<file path="src/hw/rtl/assert_macros.svh">
// assertion macros shared by the rtl
`ifndef ASSERT_MACROS_SVH
`define ASSERT_MACROS_SVH

`define ASSERT_IMPL(label, clk, rst_n, ante, cons) \
  label: assert property (@(posedge clk) disable iff (!rst_n) (ante) |-> (cons)) \
    else $error("assertion failed");

`define ASSERT_NEXT(label, clk, rst_n, ante, cons) \
  label: assert property (@(posedge clk) disable iff (!rst_n) (ante) |=> (cons)) \
    else $error("assertion failed");

`endif

</file>
<file path="src/hw/rtl/rmget_pkg.sv">
`default_nettype none
package rmget_pkg;
  localparam int unsigned HdrLimit = 9;
  localparam logic [15:0] CapReset = 16'd16370;
  localparam logic [7:0] ChStar = 8'h5C;
  localparam logic [7:0] ChDollar = 8'h5B;
  localparam logic [7:0] ChComma = 8'h6B;
  localparam logic [7:0] ChMinus = 8'h60;
  localparam logic [7:0] ChPlus = 8'h4E;
  localparam logic [7:0] ChCr = 8'h0D;
  localparam logic [7:0] ChLf = 8'h25;
  localparam logic [29:0] ValueCap = 30'h3FFF_FFFF;

  typedef enum logic [1:0] {
    ST_FOUND = 2'd0,
    ST_EMPTY = 2'd1,
    ST_ERROR = 2'd2
  } status_t;

  typedef struct packed {
    logic [7:0] in_byte;
    logic       end_of_reply;
  } in_item_t;

  typedef struct packed {
    logic        item_kind;
    logic [7:0]  out_byte;
    logic [1:0]  status;
    logic [15:0] entry_total;
    logic        end_of_results;
  } out_item_t;

  // front to back: up to two results for one input byte
  typedef struct packed {
    logic      v0;
    logic      v1;
    out_item_t r0;
    out_item_t r1;
  } pair_t;

  localparam int QDepth = 4;
  localparam int QAw = 2;
endpackage
`default_nettype wire

</file>
<file path="src/hw/rtl/rmget_front.sv">
`default_nettype none
module rmget_front
  import rmget_pkg::*;
(
  input  wire logic        clk,
  input  wire logic        rst_n,
  input  wire logic        take,
  input  wire in_item_t    item,
  input  wire logic [15:0] cap,
  output pair_t            res
);
  `include "assert_macros.svh"

  typedef enum logic [2:0] {
    P_ARRAY, P_COUNT, P_DOLLAR, P_LEN, P_DATA, P_DCR, P_DLF, P_DONE
  } phase_t;

  phase_t      phase_r, phase_nxt;
  logic [3:0]  flen_r, flen_nxt;
  logic [29:0] fval_r, fval_nxt;
  logic        fneg_r, fneg_nxt, dend_r, dend_nxt, crs_r, crs_nxt, nst_r, nst_nxt;
  logic [29:0] decl_r, decl_nxt, left_r, left_nxt;
  logic [15:0] done_r, done_nxt, wr_r, wr_nxt;
  logic        copy_r, copy_nxt;

  logic [7:0]  b;
  logic        fdone, cmt_ok, do_cr, do_b;
  logic [33:0] mul;
  logic [29:0] cv_val;
  logic        cv_neg, cv_de, cv_ns;
  logic [3:0]  cv_len;
  pair_t       res_nxt;

  function automatic logic is_space(input logic [7:0] c);
    return c == 8'h40 || c == 8'h05 || c == 8'h0B || c == 8'h0C ||
           c == 8'h0D || c == 8'h15 || c == 8'h25;
  endfunction

  function automatic out_item_t stat_item(input logic [1:0] st, input logic [15:0] cnt);
    out_item_t o;
    o.item_kind = 1'b1;
    o.out_byte = 8'd0;
    o.status = st;
    o.entry_total = (st == ST_ERROR) ? 16'd0 : cnt;
    o.end_of_results = 1'b1;
    return o;
  endfunction

  function automatic out_item_t text_item(input logic [7:0] c);
    out_item_t o;
    o.item_kind = 1'b0;
    o.out_byte = c;
    o.status = 2'd0;
    o.entry_total = 16'd0;
    o.end_of_results = 1'b0;
    return o;
  endfunction

  always_comb begin
    logic [7:0] c;
    logic       ok;
    logic [15:0] dn;
    b = item.in_byte;
    phase_nxt = phase_r;
    flen_nxt = flen_r; fval_nxt = fval_r; fneg_nxt = fneg_r;
    dend_nxt = dend_r; crs_nxt = crs_r; nst_nxt = nst_r;
    decl_nxt = decl_r; left_nxt = left_r; done_nxt = done_r;
    wr_nxt = wr_r; copy_nxt = copy_r;
    res_nxt = '0;
    fdone = 1'b0; cmt_ok = 1'b1;
    do_cr = 1'b0; do_b = 1'b0;
    mul = '0; cv_val = fval_r; cv_neg = fneg_r; cv_de = dend_r; cv_ns = nst_r;
    cv_len = flen_r; c = b; ok = 1'b1; dn = done_r;

    // field byte handling, computed for count and length phases
    if (crs_r && b == ChLf) begin
      fdone = 1'b1;
    end else begin
      if (crs_r) do_cr = 1'b1;
      if (b != ChCr) do_b = 1'b1;
    end
    // generic commit sequence (up to two)
    for (int k = 0; k < 2; k++) begin
      if ((k == 0 && do_cr) || (k == 1 && do_b)) begin
        c = (k == 0) ? ChCr : b;
        if (ok) begin
          if (cv_len == 4'(HdrLimit)) begin
            ok = 1'b0;
          end else begin
            cv_len = cv_len + 4'd1;
            if (!cv_de) begin
              if (c >= 8'hF0 && c <= 8'hF9) begin
                mul = {4'd0, cv_val} * 34'd10 + {30'd0, c[3:0]};
                cv_val = (mul > {4'd0, ValueCap}) ? ValueCap : mul[29:0];
                cv_ns = 1'b1;
              end else if (cv_ns) begin
                cv_de = 1'b1;
              end else if (is_space(c)) begin
                cv_ns = cv_ns;
              end else if (c == ChMinus || c == ChPlus) begin
                cv_neg = (c == ChMinus);
                cv_ns = 1'b1;
              end else begin
                cv_de = 1'b1;
              end
            end
          end
        end
      end
    end
    cmt_ok = ok;

    if (take) begin
      unique case (phase_r)
        P_ARRAY: begin
          if (b == ChStar) begin
            flen_nxt = '0; fval_nxt = '0; fneg_nxt = 1'b0; dend_nxt = 1'b0;
            crs_nxt = 1'b0; nst_nxt = 1'b0; phase_nxt = P_COUNT;
          end else begin
            res_nxt.v0 = 1'b1; res_nxt.r0 = stat_item(ST_ERROR, 16'd0);
            phase_nxt = P_DONE;
          end
        end
        P_COUNT, P_LEN: begin
          flen_nxt = cv_len; fval_nxt = cv_val; fneg_nxt = cv_neg;
          dend_nxt = cv_de; nst_nxt = cv_ns;
          crs_nxt = !fdone && (b == ChCr);
          if (!fdone && !cmt_ok) begin
            res_nxt.v0 = 1'b1; res_nxt.r0 = stat_item(ST_ERROR, 16'd0);
            phase_nxt = P_DONE;
          end else if (fdone && phase_r == P_COUNT) begin
            if (fneg_r || fval_r == '0) begin
              res_nxt.v0 = 1'b1; res_nxt.r0 = stat_item(ST_EMPTY, done_r);
              phase_nxt = P_DONE;
            end else begin
              decl_nxt = fval_r; phase_nxt = P_DOLLAR;
            end
          end else if (fdone) begin
            if (fneg_r && fval_r != '0) begin
              if (fval_r == 30'd1) begin
                dn = done_r + 16'd1;
                done_nxt = dn;
                if ({14'd0, dn} >= decl_r || {1'b0, wr_r} + 17'd1 >= {1'b0, cap}) begin
                  res_nxt.v0 = 1'b1;
                  res_nxt.r0 = stat_item((dn != 0) ? ST_FOUND : ST_EMPTY, dn);
                  phase_nxt = P_DONE;
                end else begin
                  phase_nxt = P_DOLLAR;
                end
              end else begin
                res_nxt.v0 = 1'b1; res_nxt.r0 = stat_item(ST_ERROR, 16'd0);
                phase_nxt = P_DONE;
              end
            end else begin
              left_nxt = fval_r;
              copy_nxt = ({15'd0, wr_r} + {1'b0, fval_r}) < {15'd0, cap};
              phase_nxt = (fval_r == '0) ? P_DCR : P_DATA;
            end
          end
        end
        P_DOLLAR: begin
          if (b == ChDollar) begin
            if (done_r != '0) begin
              res_nxt.v0 = 1'b1; res_nxt.r0 = text_item(ChComma);
              wr_nxt = wr_r + 16'd1;
            end
            flen_nxt = '0; fval_nxt = '0; fneg_nxt = 1'b0; dend_nxt = 1'b0;
            crs_nxt = 1'b0; nst_nxt = 1'b0; phase_nxt = P_LEN;
          end else begin
            res_nxt.v0 = 1'b1; res_nxt.r0 = stat_item(ST_ERROR, 16'd0);
            phase_nxt = P_DONE;
          end
        end
        P_DATA: begin
          if (copy_r) begin
            res_nxt.v0 = 1'b1; res_nxt.r0 = text_item(b);
            wr_nxt = wr_r + 16'd1;
          end
          left_nxt = left_r - 30'd1;
          if (left_r == 30'd1) phase_nxt = P_DCR;
        end
        P_DCR: begin
          if (b == ChCr) begin
            phase_nxt = P_DLF;
          end else begin
            res_nxt.v0 = 1'b1; res_nxt.r0 = stat_item(ST_ERROR, 16'd0);
            phase_nxt = P_DONE;
          end
        end
        P_DLF: begin
          if (b != ChLf) begin
            res_nxt.v0 = 1'b1; res_nxt.r0 = stat_item(ST_ERROR, 16'd0);
            phase_nxt = P_DONE;
          end else if (!copy_r) begin
            res_nxt.v0 = 1'b1;
            res_nxt.r0 = stat_item((done_r != 0) ? ST_FOUND : ST_EMPTY, done_r);
            phase_nxt = P_DONE;
          end else begin
            dn = done_r + 16'd1;
            done_nxt = dn;
            if ({14'd0, dn} >= decl_r || {1'b0, wr_r} + 17'd1 >= {1'b0, cap}) begin
              res_nxt.v0 = 1'b1;
              res_nxt.r0 = stat_item((dn != 0) ? ST_FOUND : ST_EMPTY, dn);
              phase_nxt = P_DONE;
            end else begin
              phase_nxt = P_DOLLAR;
            end
          end
        end
        P_DONE: begin
          phase_nxt = P_DONE;
        end
        default: begin
          phase_nxt = P_ARRAY;
        end
      endcase
      if (item.end_of_reply) begin
        if (phase_nxt != P_DONE) begin
          if (res_nxt.v0) begin
            res_nxt.v1 = 1'b1; res_nxt.r1 = stat_item(ST_ERROR, 16'd0);
          end else begin
            res_nxt.v0 = 1'b1; res_nxt.r0 = stat_item(ST_ERROR, 16'd0);
          end
        end
        phase_nxt = P_ARRAY;
        flen_nxt = '0; fval_nxt = '0; fneg_nxt = 1'b0; dend_nxt = 1'b0;
        crs_nxt = 1'b0; nst_nxt = 1'b0; decl_nxt = '0; done_nxt = '0;
        wr_nxt = '0; left_nxt = '0; copy_nxt = 1'b0;
      end
    end
  end

  always_ff @(posedge clk) begin
    if (!rst_n) begin
      phase_r <= P_ARRAY;
      flen_r <= '0; fval_r <= '0; fneg_r <= 1'b0; dend_r <= 1'b0;
      crs_r <= 1'b0; nst_r <= 1'b0; decl_r <= '0; done_r <= '0;
      wr_r <= '0; left_r <= '0; copy_r <= 1'b0;
    end else begin
      phase_r <= phase_nxt;
      flen_r <= flen_nxt; fval_r <= fval_nxt; fneg_r <= fneg_nxt; dend_r <= dend_nxt;
      crs_r <= crs_nxt; nst_r <= nst_nxt; decl_r <= decl_nxt; done_r <= done_nxt;
      wr_r <= wr_nxt; left_r <= left_nxt; copy_r <= copy_nxt;
    end
  end

  assign res = res_nxt;

  `ASSERT_IMPL(a_v1_needs_v0, clk, rst_n, take && res_nxt.v1, res_nxt.v0)
  `ASSERT_NEXT(a_eor_rearms, clk, rst_n, take && item.end_of_reply, phase_r == P_ARRAY)
  `ASSERT_IMPL(a_len_bound, clk, rst_n, 1'b1, flen_r <= 4'(HdrLimit))
endmodule
`default_nettype wire

</file>
<file path="src/hw/rtl/rmget_queue.sv">
`default_nettype none
module rmget_queue
  import rmget_pkg::*;
(
  input  wire logic      clk,
  input  wire logic      rst_n,
  input  wire pair_t     wr,
  input  wire logic      wr_en,
  output logic           room,
  output out_item_t      rd,
  output logic           rd_empty,
  input  wire logic      rd_pop
);
  `include "assert_macros.svh"

  out_item_t        mem_r [QDepth];
  logic [QAw-1:0]   wp_r, rp_r;
  logic [QAw:0]     cnt_r;
  logic [1:0]       nin;
  logic             pop;

  assign nin = (wr_en && wr.v0) ? (wr.v1 ? 2'd2 : 2'd1) : 2'd0;
  assign rd_empty = (cnt_r == '0);
  assign pop = rd_pop && !rd_empty;
  assign rd = mem_r[rp_r];
  // keep space for two entries from the front
  assign room = (cnt_r <= (QAw+1)'(QDepth - 2));

  always_ff @(posedge clk) begin
    if (nin != 2'd0) mem_r[wp_r] <= wr.r0;
    if (nin == 2'd2) mem_r[wp_r + QAw'(1)] <= wr.r1;
  end

  always_ff @(posedge clk) begin
    if (!rst_n) begin
      wp_r <= '0; rp_r <= '0; cnt_r <= '0;
    end else begin
      wp_r <= wp_r + QAw'(nin);
      if (pop) rp_r <= rp_r + QAw'(1);
      cnt_r <= cnt_r + (QAw+1)'(nin) - (QAw+1)'(pop);
    end
  end

  `ASSERT_IMPL(a_no_overflow, clk, rst_n, 1'b1, cnt_r <= (QAw+1)'(QDepth))
endmodule
`default_nettype wire

</file>
<file path="src/hw/rtl/resp_mget_reply_to_csv.sv">
// key-value array reply to comma separated text
// input channel: push in_item (byte, end_of_reply) while full is low; one byte
//   per cycle is accepted as long as the result queue has room for two entries
// result channel: out_item is valid while out_empty is low, taken with out_pop;
//   text items carry value bytes and commas, a status item closes each reply
// config: cfg_wr_en with cfg_wr_data sets output capacity; the user must write it only when idle, not enforced here
// results: a result is written into the result queue in the cycle after the byte that causes it
// throughput: one input byte per cycle; each byte gives at most two results,
//   so the queue of four entries sets the figure when the reader is slower
// reset (synchronous, rst_n low): parser awaits the array marker, queue is
//   empty, capacity returns to 16370
// when the receiver stalls the queue fills and full rises, holding the input
`default_nettype none
module resp_mget_reply_to_csv
  import rmget_pkg::*;
(
  input  wire logic        clk,
  input  wire logic        rst_n,
  input  wire logic        in_push,
  output logic             in_full,
  input  wire in_item_t    in_item,
  output logic             out_empty,
  input  wire logic        out_pop,
  output out_item_t        out_item,
  input  wire logic        cfg_wr_en,
  input  wire logic [15:0] cfg_wr_data
);
  logic [15:0] cap_r;
  logic        room, take;
  pair_t       res;

  always_ff @(posedge clk) begin
    if (!rst_n) cap_r <= CapReset;
    else if (cfg_wr_en) cap_r <= cfg_wr_data;
  end

  assign in_full = !room;
  assign take = in_push && room;

  rmget_front u_front (
    .clk(clk), .rst_n(rst_n), .take(take), .item(in_item), .cap(cap_r), .res(res)
  );

  rmget_queue u_queue (
    .clk(clk), .rst_n(rst_n), .wr(res), .wr_en(take), .room(room),
    .rd(out_item), .rd_empty(out_empty), .rd_pop(out_pop)
  );
endmodule
`default_nettype wire
</file>
<file path="config.mk">
export PLATFORM = sky130hd
export DESIGN_NAME = resp_mget_reply_to_csv
export DESIGN_NICKNAME = d
export VERILOG_FILES = /design/src/hw/rtl/rmget_pkg.sv /design/src/hw/rtl/rmget_front.sv /design/src/hw/rtl/rmget_queue.sv /design/src/hw/rtl/resp_mget_reply_to_csv.sv
export VERILOG_INCLUDE_DIRS = /design/src /design/src/hw/rtl
export SDC_FILE = /design/constraint.sdc
export NUM_CORES = 1
export LEC_CHECK = 0
export ABC_AREA = 1
export BUFFER_PORTS_ARGS = -buffer_cell sky130_fd_sc_hd__buf_2
export CAP_MARGIN = 20
export CORE_ASPECT_RATIO = 0.5
export CORE_MARGIN = 2
export CORE_UTILIZATION = 40
export DETAILED_ROUTE_END_ITERATION = 10
export SYNTH_ARGS = -nofsm -noshare
export SYNTH_HDL_FRONTEND = slang
export SYNTH_HIERARCHICAL = 1
export SYNTH_SLANG_ARGS = --single-unit
</file>
<file path="constraint.sdc">
create_clock -name clk -period 16.05 [get_ports clk]
set_input_delay 3.21 -clock clk [delete_from_list [all_inputs] [get_ports clk]]
set_output_delay 3.21 -clock clk [all_outputs]
set_load 0.05 [all_outputs]
</file>
# After elaboration in Yosys (flattened, before gate mapping)
# Memory sizes are Yosys's and may differ from the RTL's. A register that Yosys moved wholly into a read port is not among the register bits.
# Cells that the tools add are included.
[word_totals]
register_bits = 157
ram_bits = 112
memories = 1
[op_classes]
addsub = 13
multipliers = 1
n_lt_le_gt_ge = 7
n_eq_ne = 53
n_mux = 167
reduce_logical = 45
[memory_table]
columns = ["memory", "words", "width", "rd", "rd_clocked_by_memory_dff", "write_ports", "line_no", "rtl"]
rows = [
  ["u_queue.mem_r", 4, 28, 1, 1, 2, "rmget_queue.sv:16", "out_item_t mem_r [QDepth];"],
]
[ops]
columns = ["op", "n"]
rows = [
  ["30-bit 2-to-1 mux", 19],
  ["28-bit 2-to-1 mux", 14],
  ["16-bit 2-to-1 mux", 14],
  ["58-bit 2-to-1 mux", 3],
  ["28-bit one-hot mux with 6 select lines", 1],
  ["30-bit one-hot mux with 3 select lines", 1],
  ["1-bit 2-to-1 mux", 77],
  ["16-bit one-hot mux with 2 select lines", 2],
  ["30-bit by 1-bit equality test with 1-bit output, second input constant", 2],
  ["30-bit one-hot mux with 2 select lines", 1],
  ["3-bit 2-to-1 mux", 14],
  ["8-bit by 7-bit equality test with 1-bit output, second input constant", 5],
  ["3-bit by 2-bit != test with 1-bit output, second input constant", 12],
  ["34-bit by 4-bit adder with 34-bit output", 1],
  ["34-bit by 30-bit > comparator with 1-bit output, second input constant", 1],
  ["30-bit by 3-bit multiplier with 33-bit output, second input constant", 1],
  ["16-bit by 1-bit adder with 16-bit output, second input constant", 2],
  ["4-bit 2-to-1 mux", 8],
  ["16-bit nonzero test", 2],
  ["16-bit by 30-bit adder with 31-bit output", 1],
  ["31-bit by 16-bit less-than comparator with 1-bit output", 1],
  ["16-bit by 30-bit greater-or-equal comparator with 1-bit output", 1],
  ["30-bit zero test", 1],
  ["3-bit != test, second input constant", 10],
  ["other kinds (44)", 92],
]

# Depth between registers and ports, before layout
# Gate-level depths: netlist of the first run.
[depth]
depth_word = 22
ltp_mapped = 37

# Hierarchy
# The synthesis of the first run kept the hierarchy.
[by_module_without_submodules]
columns = ["module", "n_inst", "cells_per_inst", "area_each_um2"]
rows = [
  ["rmget_front", 1, 2437, 14547.7],
  ["rmget_queue", 1, 625, 6020.8],
  ["resp_mget_reply_to_csv", 1, 83, 609.3],
]

# Worst setup path after synthesis of the first run
# No wires, ideal clock.
[synth_path]
path_type = "in2reg"
start = "in in_item[7] (netlist name)"
end = "mem u_queue/mem_r[3][0] (netlist name), enable pin"
t_arrival_ns = 7.326
setup_slack_ns = 8.268
path_stages = 20
n_path_buf = 0
path_cell_list = "inv_1 -> nand2_1 -> nor2_1 -> nand2_2 -> nand2_1 -> a31oi_1 -> xnor2_1 -> inv_1 -> ha_1 -> nand4_1 -> nand3_1 -> nand2_1 -> nand3_1 -> nor2_1 -> nand2_1 -> nand3_1 -> nand2_1 -> a21oi_1 -> nand2_2 -> a211oi_1"
[synth_lines]
columns = ["item", "line_no", "rtl"]
rows = [
  ["from (decl)", "resp_mget_reply_to_csv.sv:21", "input wire in_item_t in_item,"],
  ["to (decl)", "rmget_queue.sv:16", ""],
]

==> results of run 1 <==
==> state kept, by name (all words and copies together), names as in the netlist, 4 cells and up, named ones only <==
name,count
u_front/left_r,30
u_front/flen_r,4
u_front/fval_r,30
u_queue/mem_r,112
cap_r,16
u_front/decl_r,30
u_front/wr_r,16
u_front/done_r,16
==> final cells by class <==
cell class	instances	area (um2)	share of cell area (%)
flip-flops and latches	271	6550	28.7
well taps	701	877	3.85
inverters	381	1430	6.28
clock inverters	17	159	0.698
multi-input cells	2372	12400	54.6
repair buffers	86	558	2.45
clock buffers	35	777	3.41
==> synthesized netlist by cell type (2+ instances only) <==
library cell,n,area share (%)
a211oi_1,28,0.99
a21boi_0,2,0.071
a21o_1,2,0.071
a21oi_1,230,5.4
a31oi_1,10,0.30
and2_1,2,0.059
and3_1,3,0.089
buf_2,11,0.26
buf_4,38,1.3
buf_6,25,1.3
clkbuf_1,68,1.2
clkbuf_2,2,0.047
dfxtp_1,159,15
edfxtp_1,112,16
fa_1,4,0.38
ha_1,136,8.0
inv_1,369,6.5
inv_2,12,0.21
nand2_1,839,15
nand2_2,16,0.47
nand2_4,2,0.11
nand3_1,180,4.3
nand3_2,8,0.38
nand3b_1,7,0.25
nand4_1,61,1.8
nor2_1,296,5.2
nor2_2,14,0.41
nor2_4,8,0.43
nor3_1,40,0.95
nor3b_1,3,0.11
nor4_1,12,0.35
o2111ai_1,4,0.17
o211ai_1,14,0.50
o21a_1,2,0.071
o21ai_0,228,5.4
o21ai_1,32,0.76
o21ai_2,20,0.83
o221ai_1,2,0.083
o22ai_1,42,1.2
o31ai_1,4,0.14
or2_2,6,0.18
xnor2_1,16,0.66
xor2_1,62,2.6
==> stage by stage <==
step | util [%] | instance area (um2) | instances
2_1_floorplan | - | 21300 | 3169
3_5_place_dp | 41.7 | 21700 | 3805
6_report | 43.7 | 22800 | 3863
4_1_cts | 43.5 | 22700 | 3857
3_3_place_gp | 41.7 | 21700 | 3805
5_1_grt | 43.7 | 22800 | 3863
==> kinds of logic after synthesis <==
group | after synthesis | synth area share [%]
xor gates and xnor gates | 78 | 3.23
buffers and inverters | 526 | 11.0
muxes | 1 | 0.0473
other | 1 | 0.0177
AOI/OAI and AO/OA | 629 | 16.4
and+or+nand+nor | 1499 | 30.0
DFF | 271 | 30.9
adders and majority gates | 140 | 8.41
==> routing by layer <==
layer / track usage (%) / up-vias
met1: 32.2 / 9298
met4: 4.88 / 0
li1: - / 10400
met2: 35.5 / 527
met3: 3.47 / 76
met5: 0 / -
==> power groups by stage <==
stage	sequential [uW]	combinational [uW]	clock [uW]
2_1_floorplan	808	514	0
3_3_place_gp	819	653	0
3_5_place_dp	819	660	0
4_1_cts	804	663	692
5_1_grt	811	739	716
6_report	805	663	675
==> worst min path at each step <==
stage,to,from,slack (ns)
after floorplan,cap_r[13]$_SDFFE_PN1P_,cap_r[13]$_SDFFE_PN1P_,0.43
after global placement,cap_r[8]$_SDFFE_PN1P_,cap_r[8]$_SDFFE_PN1P_,0.44
after detailed placement,cap_r[10]$_SDFFE_PN1P_,cap_r[10]$_SDFFE_PN1P_,0.45
after CTS,cap_r[9]$_SDFFE_PN1P_,cap_r[9]$_SDFFE_PN1P_,0.46
after global routing,u_front/decl_r[14]$_SDFFE_PN0P_,u_front/decl_r[14]$_SDFFE_PN0P_,0.48
final,cap_r[10]$_SDFFE_PN1P_,cap_r[10]$_SDFFE_PN1P_,0.46
==> critical path, cell delays in order <==
cell	delay (ns)
buf_2	0.12
inv_1	0.11
nand3_1	0.09
nor2_2	0.15
nand2_2	0.12
inv_2	0.13
nand2_1	0.27
inv_1	0.12
nand2_1	0.12
nor2_4	0.16
nand2_1	0.43
nand3_1	0.29
nand2_1	0.09
nand4_1	0.14
nor2_1	0.09
a21oi_1	0.19
nand2_2	0.14
nor2_4	0.21
nand3_2	0.34
nand2_1	0.73
buf_4	0.34
==> impl_metrics.json, run 1 <==
{
  "routed_wl_um": 62800,
  "fp.dieW_um": 329,
  "clockRootBuffer": "clkbuf_16",
  "ant_nets": 0,
  "initial_core_util_pct": 40.6,
  "fmax_mhz": 137,
  "pre_cts_ws_ns": 7.34,
  "path_class": "in2reg",
  "cts_buffers": 28,
  "combPwrFrac_pct": 30.9,
  "p_int_uw": 1300,
  "yosys_warnings": 6,
  "die_area_um2": 54900,
  "p_sw_uw": 840,
  "cts.clk_slew.worst_paths_ns": 0.07,
  "reg2reg_slack_ns": 9.72,
  "dp_hpwl_um": 45200,
  "cts_sinks": 271,
  "ys_async_sr_fraction_pct": 0,
  "fillCellCount": 5546,
  "critPathMaxFanout": 16,
  "seq_area_frac_synth_pct": 30.9,
  "grt_start_max_net_pins": 61,
  "drc": 0,
  "tritoncts": "built",
  "antenna_found_initial": 2,
  "status": "complete, no violations",
  "setup_viol": 0,
  "gp_congestion": 0.920,
  "grt_overflow": 0,
  "syn_area_per_cell_um2": 6.73,
  "cp-end-kind": "register",
  "cts_hold_buf": 0,
  "period_share_pct": 45.5,
  "port_buffers": 59,
  "most-common-layout-cells": "nand2_1 (836), inv_1 (369), nor2_1 (295)",
  "synth_top_flop_cell": "dfxtp_1",
  "synthDistinctLibCells": 57,
  "worst_pin_slew_ns": 1.01,
  "tns_ns": 0,
  "layout_commonest_cell": "nand2_1",
  "final_nets": 3310,
  "clock_path_buffers": 3,
  "die_h_um": 167,
  "htree_levels": 1,
  "synth_edf_count": 112,
  "pwr_density_cell_nw_per_um2": 94.1,
  "clk_latency_ns": 0.61,
  "vias": 20300,
  "rsz0062_at_grt": "false",
  "startpoint": "in_item[2]",
  "slew_headroom_pct": 32.9,
  "drtIter0Drc": 1633,
  "crit_path_end": "u_queue/mem_r[0][0]$_DFFE_PP_",
  "core-area_um2": 52100,
  "power.share.sequential_pct": 37.6,
  "r2r-end": "u_queue/mem_r[0][0]$_DFFE_PP_",
  "layout_min_cycle_time_ns": 7.30,
  "clockPowerShare_pct": 31.5,
  "wl_met2_um": 27600,
  "vdd.ir_drop.worst_v": 0.0000720,
  "p_leak_uw": 0.00988,
  "dr_wl_met3_um": 3840,
  "drv_slew": 0,
  "setup_ws_ns": 8.75,
  "grt_pass1_wl_um": 99800,
  "routed.top_layer": "met4",
  "cp_data_arrival_time_ns": 7.60,
  "grtUsageTotal_pct": 22.5,
  "viasPerCell": 5.25,
  "syn_inst": 3145,
  "start_kind": "primary input",
  "ctsResizeCount": 0,
  "drv_cap": 0,
  "r2r_start": "u_front/done_r[0]$_SDFFE_PN0P_",
  "holdWs_ns": 0.461,
  "first_pass_iters": 5,
  "wire_per_inst_um": 16.3,
  "pin_count": 60,
  "wl_met1_um": 30100,
  "syn_area_um2": 21200,
  "hold_viol_final": 0,
  "first_global_vias": 18400,
  "ys_ff_latch": 271,
  "hold_path_depth": 2,
  "skew_ns": 0.0358,
  "drive_gt1_share_pct": 7.24,
  "hp-class": "reg2reg",
  "p_sw_share_pct": 39.2,
  "area_growth_pct": 7.56,
  "rows": 59,
  "num_antenna_cells": 0,
  "r2r_cells": 26,
  "finalPower_uw": 2140,
  "cts_setup_buffers": 0,
  "required_ns": 16.35
}
(Power assumes the default switching activity.)
==> run 2: changes to the inputs <==
- clock period: 16.05 -> 7 ns (I/O delays scaled with it)
==> impl_metrics.json, run 2 (synthesized netlist as in run 1, its figures left out) <==
{
  "status": "complete, no violations",
  "hold_viol_final": 0,
  "cts_buffers": 28,
  "viasPerCell": 5.31,
  "grt_pass1_wl_um": 100000,
  "critPathMaxFanout": 34,
  "start_kind": "register",
  "fp.dieW_um": 329,
  "core-area_um2": 52100,
  "critPathTopFamily": "simple AND/OR/NAND/NOR gates",
  "cts_hold_buf": 0,
  "utilization_pct": 43.5,
  "tns_ns": 0,
  "gp_congestion": 0.932,
  "num_antenna_cells": 0,
  "antenna_found_initial": 0,
  "clock_path_buffers": 3,
  "tritoncts": "built",
  "hp-class": "reg2reg",
  "slowest_stage": "dfxtp_1",
  "rsz0062_at_grt": "false",
  "pwr_density_cell_nw_per_um2": 217,
  "hold_path_depth": 2,
  "slew_headroom_pct": 25.3,
  "layout_min_cycle_time_ns": 5.57,
  "p_leak_uw": 0.00983,
  "r2r_cells": 27,
  "dp_hpwl_um": 46000,
  "skew_ns": 0.0187,
  "routed_wl_um": 63300,
  "holdWs_ns": 0.454,
  "period_share_pct": 79.6,
  "cpMostUsedCell": "nand2_1",
  "setup_ws_ns": 1.43,
  "ff_latch_area_um2": 6550,
  "path_buf_inv": 1,
  "setup_viol": 0,
  "fillCellCount": 5514,
  "drc": 0,
  "pre_cts_ws_ns": 1.35,
  "die_h_um": 167,
  "first_global_vias": 18400,
  "clockRootBuffer": "clkbuf_16",
  "cp_data_arrival_time_ns": 5.81,
  "layout_commonest_cell": "nand2_1",
  "drtIter0Drc": 1824,
  "first_pass_iters": 6,
  "ant_nets": 0,
  "cts.clk_slew.worst_paths_ns": 0.07,
  "area_growth_pct": 7.16,
  "grtUsageTotal_pct": 22.6,
  "critPathMaxStageDelay_ns": 0.43,
  "largest_reg_flops": 112,
  "cts_sinks": 271,
  "vias": 20500,
  "port_buffers": 59,
  "final_nets": 3304,
  "cp-end-kind": "register",
  "initial_core_util_pct": 40.6,
  "grt_overflow": 0,
  "wire_per_inst_um": 16.4,
  "pin_count": 60,
  "vdd.ir_drop.worst_v": 0.000173,
  "multiInputGateArea_um2": 12400,
  "ctsResizeCount": 0,
  "drive_gt1_share_pct": 6.94,
  "grt_start_max_net_pins": 58,
  "required_ns": 7.24,
  "worst_pin_slew_ns": 1.12,
  "htree_levels": 1,
  "clk_latency_ns": 0.59,
  "fmax_mhz": 180,
  "drv_cap": 0,
  "rows": 59,
  "die_area_um2": 54900,
  "regMostFlops": "u_queue/mem_r",
  "cts_setup_buffers": 0,
  "drv_slew": 0,
  "path_class": "reg2reg",
  "cp.depth": 27,
  "most-common-layout-cells": "nand2_1 (836), inv_1 (369), nor2_1 (295)"
}
-- run 2: cell count changes in the layout (fill, tap and decap cells not counted) --
cell,delta
clkbuf_1,+4
clkinvlp_4,-2
buf_12,-4
bufinv_16,+1
buf_6,-1
inv_6,-3
clkinv_2,-2
clkbuf_8,+1
-- run 2: report_power, final --
| group | internal (uW) | switching [uW] |
|---|---|---|
| logic | 388 | 1120 |
| clock network | 891 | 684 |
| registers | 1760 | 85.7 |
-- run 2: area by class of cell --
class,count,area share (%)
Multi-Input combinational cell,2372,54.8
Timing Repair Buffer,80,2.00
Tap cell,701,3.86
Sequential cell,271,28.9
Inverter,381,6.31
Clock buffer,41,3.61
Clock inverter,11,0.606
-- run 2: worst paths after layout --
kind | to | slack [ns] | from
worst max-delay path | u_queue/mem_r[1][12]$_DFFE_PP_ | 1.43 | u_front/wr_r[1]$_SDFFE_PN0P_
worst min-delay path | cap_r[6]$_SDFFE_PN1P_ | 0.45 | cap_r[6]$_SDFFE_PN1P_
worst min register to register | cap_r[6]$_SDFFE_PN1P_ | 0.45 | cap_r[6]$_SDFFE_PN1P_
worst max register to register | u_queue/mem_r[1][12]$_DFFE_PP_ | 1.43 | u_front/wr_r[1]$_SDFFE_PN0P_
-- run 2: layer usage --
layer	GRT usage (%)	vias up	wire, um
met1	33.3	9420	30900
met2	35.6	601	27700
met4	3.83	0	939
met3	2.69	70	3810
met5	0	-	0
li1	-	10400	-
-- run 2: worst min-delay path: cells and delay by family, from the launching register on --
| family | cells | cell delay, ns |
|---|---|---|
| and+or+nand+nor | 2 | 0.10 |
| DFF | 1 | 0.32 |
-- run 2: metrics by stage --
stage / instances / power, uW / cell area, um2
final: 3857 / 4930 / 22700
after global routing: 3857 / 5210 / 22700
after CTS: 3856 / 4960 / 22700
after detailed placement: 3804 / 3380 / 21700
after global placement: 3804 / 3360 / 21700
after floorplan: 3169 / 3030 / 21300
==> run 3: changes to the inputs <==
- ABC_AREA: 1 -> 0
- clock period: 7 -> 5.3 ns (I/O delays scaled with it)
==> impl_metrics.json, run 3 <==
{
  "status": "complete, no violations",
  "utilization_pct": 46.2,
  "synth_top_area_cell": "edfxtp_1",
  "fmax_mhz": 197,
  "power.share.sequential_pct": 39.0,
  "syn_area_um2": 20200,
  "drtIter0Drc": 1256,
  "combPwrFrac_pct": 24.6,
  "ys_async_sr_fraction_pct": 0,
  "grtUsageTotal_pct": 20.7,
  "clock_path_buffers": 3,
  "ant_nets": 0,
  "grt_start_max_net_pins": 51,
  "cp_data_arrival_time_ns": 5.54,
  "area_growth_pct": 14.4,
  "skew_ns": 0.0160,
  "dp.cells": 2923,
  "start_kind": "register",
  "setup_ws_ns": 0.218,
  "synth_area_leaders": "edfxtp_1 (17%), dfxtp_1 (16%), ha_1 (8.4%)",
  "rsz0062_at_grt": "true",
  "p_leak_uw": 0.00938,
  "first_global_vias": 16400,
  "clockRootBuffer": "clkbuf_16",
  "largest_reg_flops": 112,
  "critPathMaxStageDelay_ns": 0.35,
  "synthDistinctLibCells": 101,
  "slew_headroom_pct": 44.2,
  "hold_path_depth": 2,
  "r2r-end": "u_queue/cnt_r[2]$_SDFF_PN0_",
  "core-area_um2": 50100,
  "hp-class": "reg2reg",
  "syn_inst": 2187,
  "num_antenna_cells": 0,
  "drive_gt1_share_pct": 21.7,
  "path_class": "reg2reg",
  "vdd.ir_drop.worst_v": 0.000242,
  "place_area_um2": 22000,
  "wl_met1_um": 26300,
  "fp.dieW_um": 322,
  "min_delay_worst_endpoint": "cap_r[4]$_SDFFE_PN1P_",
  "routed.top_layer": "met4",
  "ys_ff_latch": 271,
  "yosys.area.top_type_share_pct": 16.6,
  "setup_viol": 0,
  "final_area_um2": 23100,
  "viasPerCell": 5.76,
  "grt_pass1_wl_um": 88800,
  "pre_cts_ws_ns": -0.267,
  "synthTopCellsByCount": "dfxtp_1 (159), nand2_1 (159), ha_1 (136), nor2_1 (118), o21ai_0 (117)",
  "r2r_cells": 30,
  "port_buffers": 59,
  "clockPowerShare_pct": 36.4,
  "pwr_density_cell_nw_per_um2": 263,
  "required_ns": 5.75,
  "first_pass_iters": 5,
  "tritoncts": "built",
  "slowest_stage": "or3_4",
  "antenna_found_initial": 0,
  "cp-end-kind": "register",
  "drc": 0,
  "most-common-layout-cells": "nand2_1 (158), dfxtp_1 (151), buf_4 (143)",
  "wl_met2_um": 25100,
  "initial_core_util_pct": 40.4,
  "seq_area_frac_synth_pct": 32.4,
  "syn_area_per_cell_um2": 9.25,
  "dr_wl_met3_um": 2700,
  "yosys_warnings": 6,
  "cts_hold_buf": 0,
  "dp_hpwl_um": 40200,
  "die_h_um": 163,
  "hold_start": "cap_r[4]$_SDFFE_PN1P_",
  "pin_count": 60,
  "instances_no_fill": 2980,
  "die_area_um2": 52500,
  "p_sw_uw": 1960,
  "vias": 17200,
  "drv_slew": 0,
  "r2r_start": "u_front/wr_r[4]$_SDFFE_PN0P_",
  "cts.clk_slew.worst_paths_ns": 0.07,
  "synth_top_flop_cell": "dfxtp_1",
  "cts_sinks": 271,
  "drv_cap": 0,
  "layout_commonest_cell": "nand2_1",
  "cts_buffers": 29,
  "wire_per_inst_um": 18.5,
  "fillCellCount": 4822,
  "grt_overflow": 0,
  "tns_ns": 0,
  "final_nets": 2468,
  "htree_levels": 1,
  "gp_congestion": 0.873,
  "clk_latency_ns": 0.56,
  "regMostFlops": "u_queue/mem_r",
  "synth_edf_count": 112,
  "rows": 58,
  "worst_pin_slew_ns": 0.834,
  "p_sw_share_pct": 32.3,
  "p_int_uw": 4110,
  "reg2reg_slack_ns": 0.22,
  "hold_viol_final": 0,
  "routed_wl_um": 55100,
  "critPathMaxFanout": 5,
  "layout_min_cycle_time_ns": 5.08,
  "period_share_pct": 95.9
}
[run 3: worst max-delay path: cells and delay by family (launching register included)]
kind            cells  cell delay [ns]
compound gates      4             0.67
flops               1             0.34
simple gates       15             2.24
buf+inv             4             0.32
xor+xnor            3             0.42
fa+ha+maj           4             1.02
[run 3: kinds of logic (layout without fill, tap and decap cells)]
kind of cell	Yosys count	in the layout	synth area share, %
XOR/XNOR	86	86	3.72
adder cells (fa/ha/maj)	140	140	8.81
AO/OA/AOI/OAI	574	574	19.6
buffers and inverters	229	338	5.49
other	1	25	0.0185
multiplexers	172	172	11.0
AND/OR/NAND/NOR	714	714	18.9
flip-flops	271	271	32.4
[run 3: layout make-up]
| class | count | area, um2 | area share (%) |
|---|---|---|---|
| Clock inverter | 22 | 264 | 1.14 |
| Multi-Input combinational cell | 1711 | 12900 | 55.7 |
| Clock buffer | 31 | 753 | 3.26 |
| Tap cell | 660 | 826 | 3.57 |
| Inverter | 72 | 270 | 1.17 |
| Sequential cell | 271 | 6560 | 28.3 |
| Timing Repair Buffer | 213 | 1590 | 6.86 |
[run 3: power by group through the flow]
stage / registers, uW / logic (uW) / clock network (uW)
floorplan: 2360 / 1150 / 0
global placement: 2410 / 1480 / 0
detailed placement: 2410 / 1480 / 0
CTS: 2370 / 1490 / 2260
global route: 2380 / 1610 / 2340
finish: 2370 / 1490 / 2210
[run 3: routing by layer]
metal  vias up  GRT usage, %
met3        61          2.50
met1      8256          29.0
met5         -             0
met2       430          34.1
li1       8407             -
met4         0          4.35
[run 3: stage by stage]
| stage | power (uW) | hold slack [ns] |
|---|---|---|
| finish | 6070 | 0.472 |
| global route | 6330 | 0.490 |
| CTS | 6120 | 0.478 |
| detailed placement | 3900 | 0.460 |
| global placement | 3890 | 0.457 |
| floorplan | 3510 | 0.440 |
[run 3: worst max-delay path by stage]
stage | end | startpoint | slack, ns | cells after the start
after floorplan | u_queue/cnt_r[2]$_SDFF_PN0_ | in_item[1] | -0.28 | 26
after global placement | u_queue/cnt_r[2]$_SDFF_PN0_ | in_item[5] | -0.20 | 27
after detailed placement | u_queue/cnt_r[2]$_SDFF_PN0_ | in_item[5] | -0.27 | 27
after CTS | u_queue/cnt_r[2]$_SDFF_PN0_ | u_front/wr_r[4]$_SDFFE_PN0P_ | 0.02 | 30
after global routing | u_queue/cnt_r[2]$_SDFF_PN0_ | u_front/wr_r[4]$_SDFFE_PN0P_ | -0.04 | 30
final | u_queue/cnt_r[2]$_SDFF_PN0_ | u_front/wr_r[4]$_SDFFE_PN0P_ | 0.22 | 30
[run 3: what timing repair did]
action | in CTS | in global routing
gates cloned | 0 | 0
setup endpoints to repair | 26 | 218
pin swaps | 1 | 7
gates resized for setup | 6 | 28
setup buffers | 0 | 4
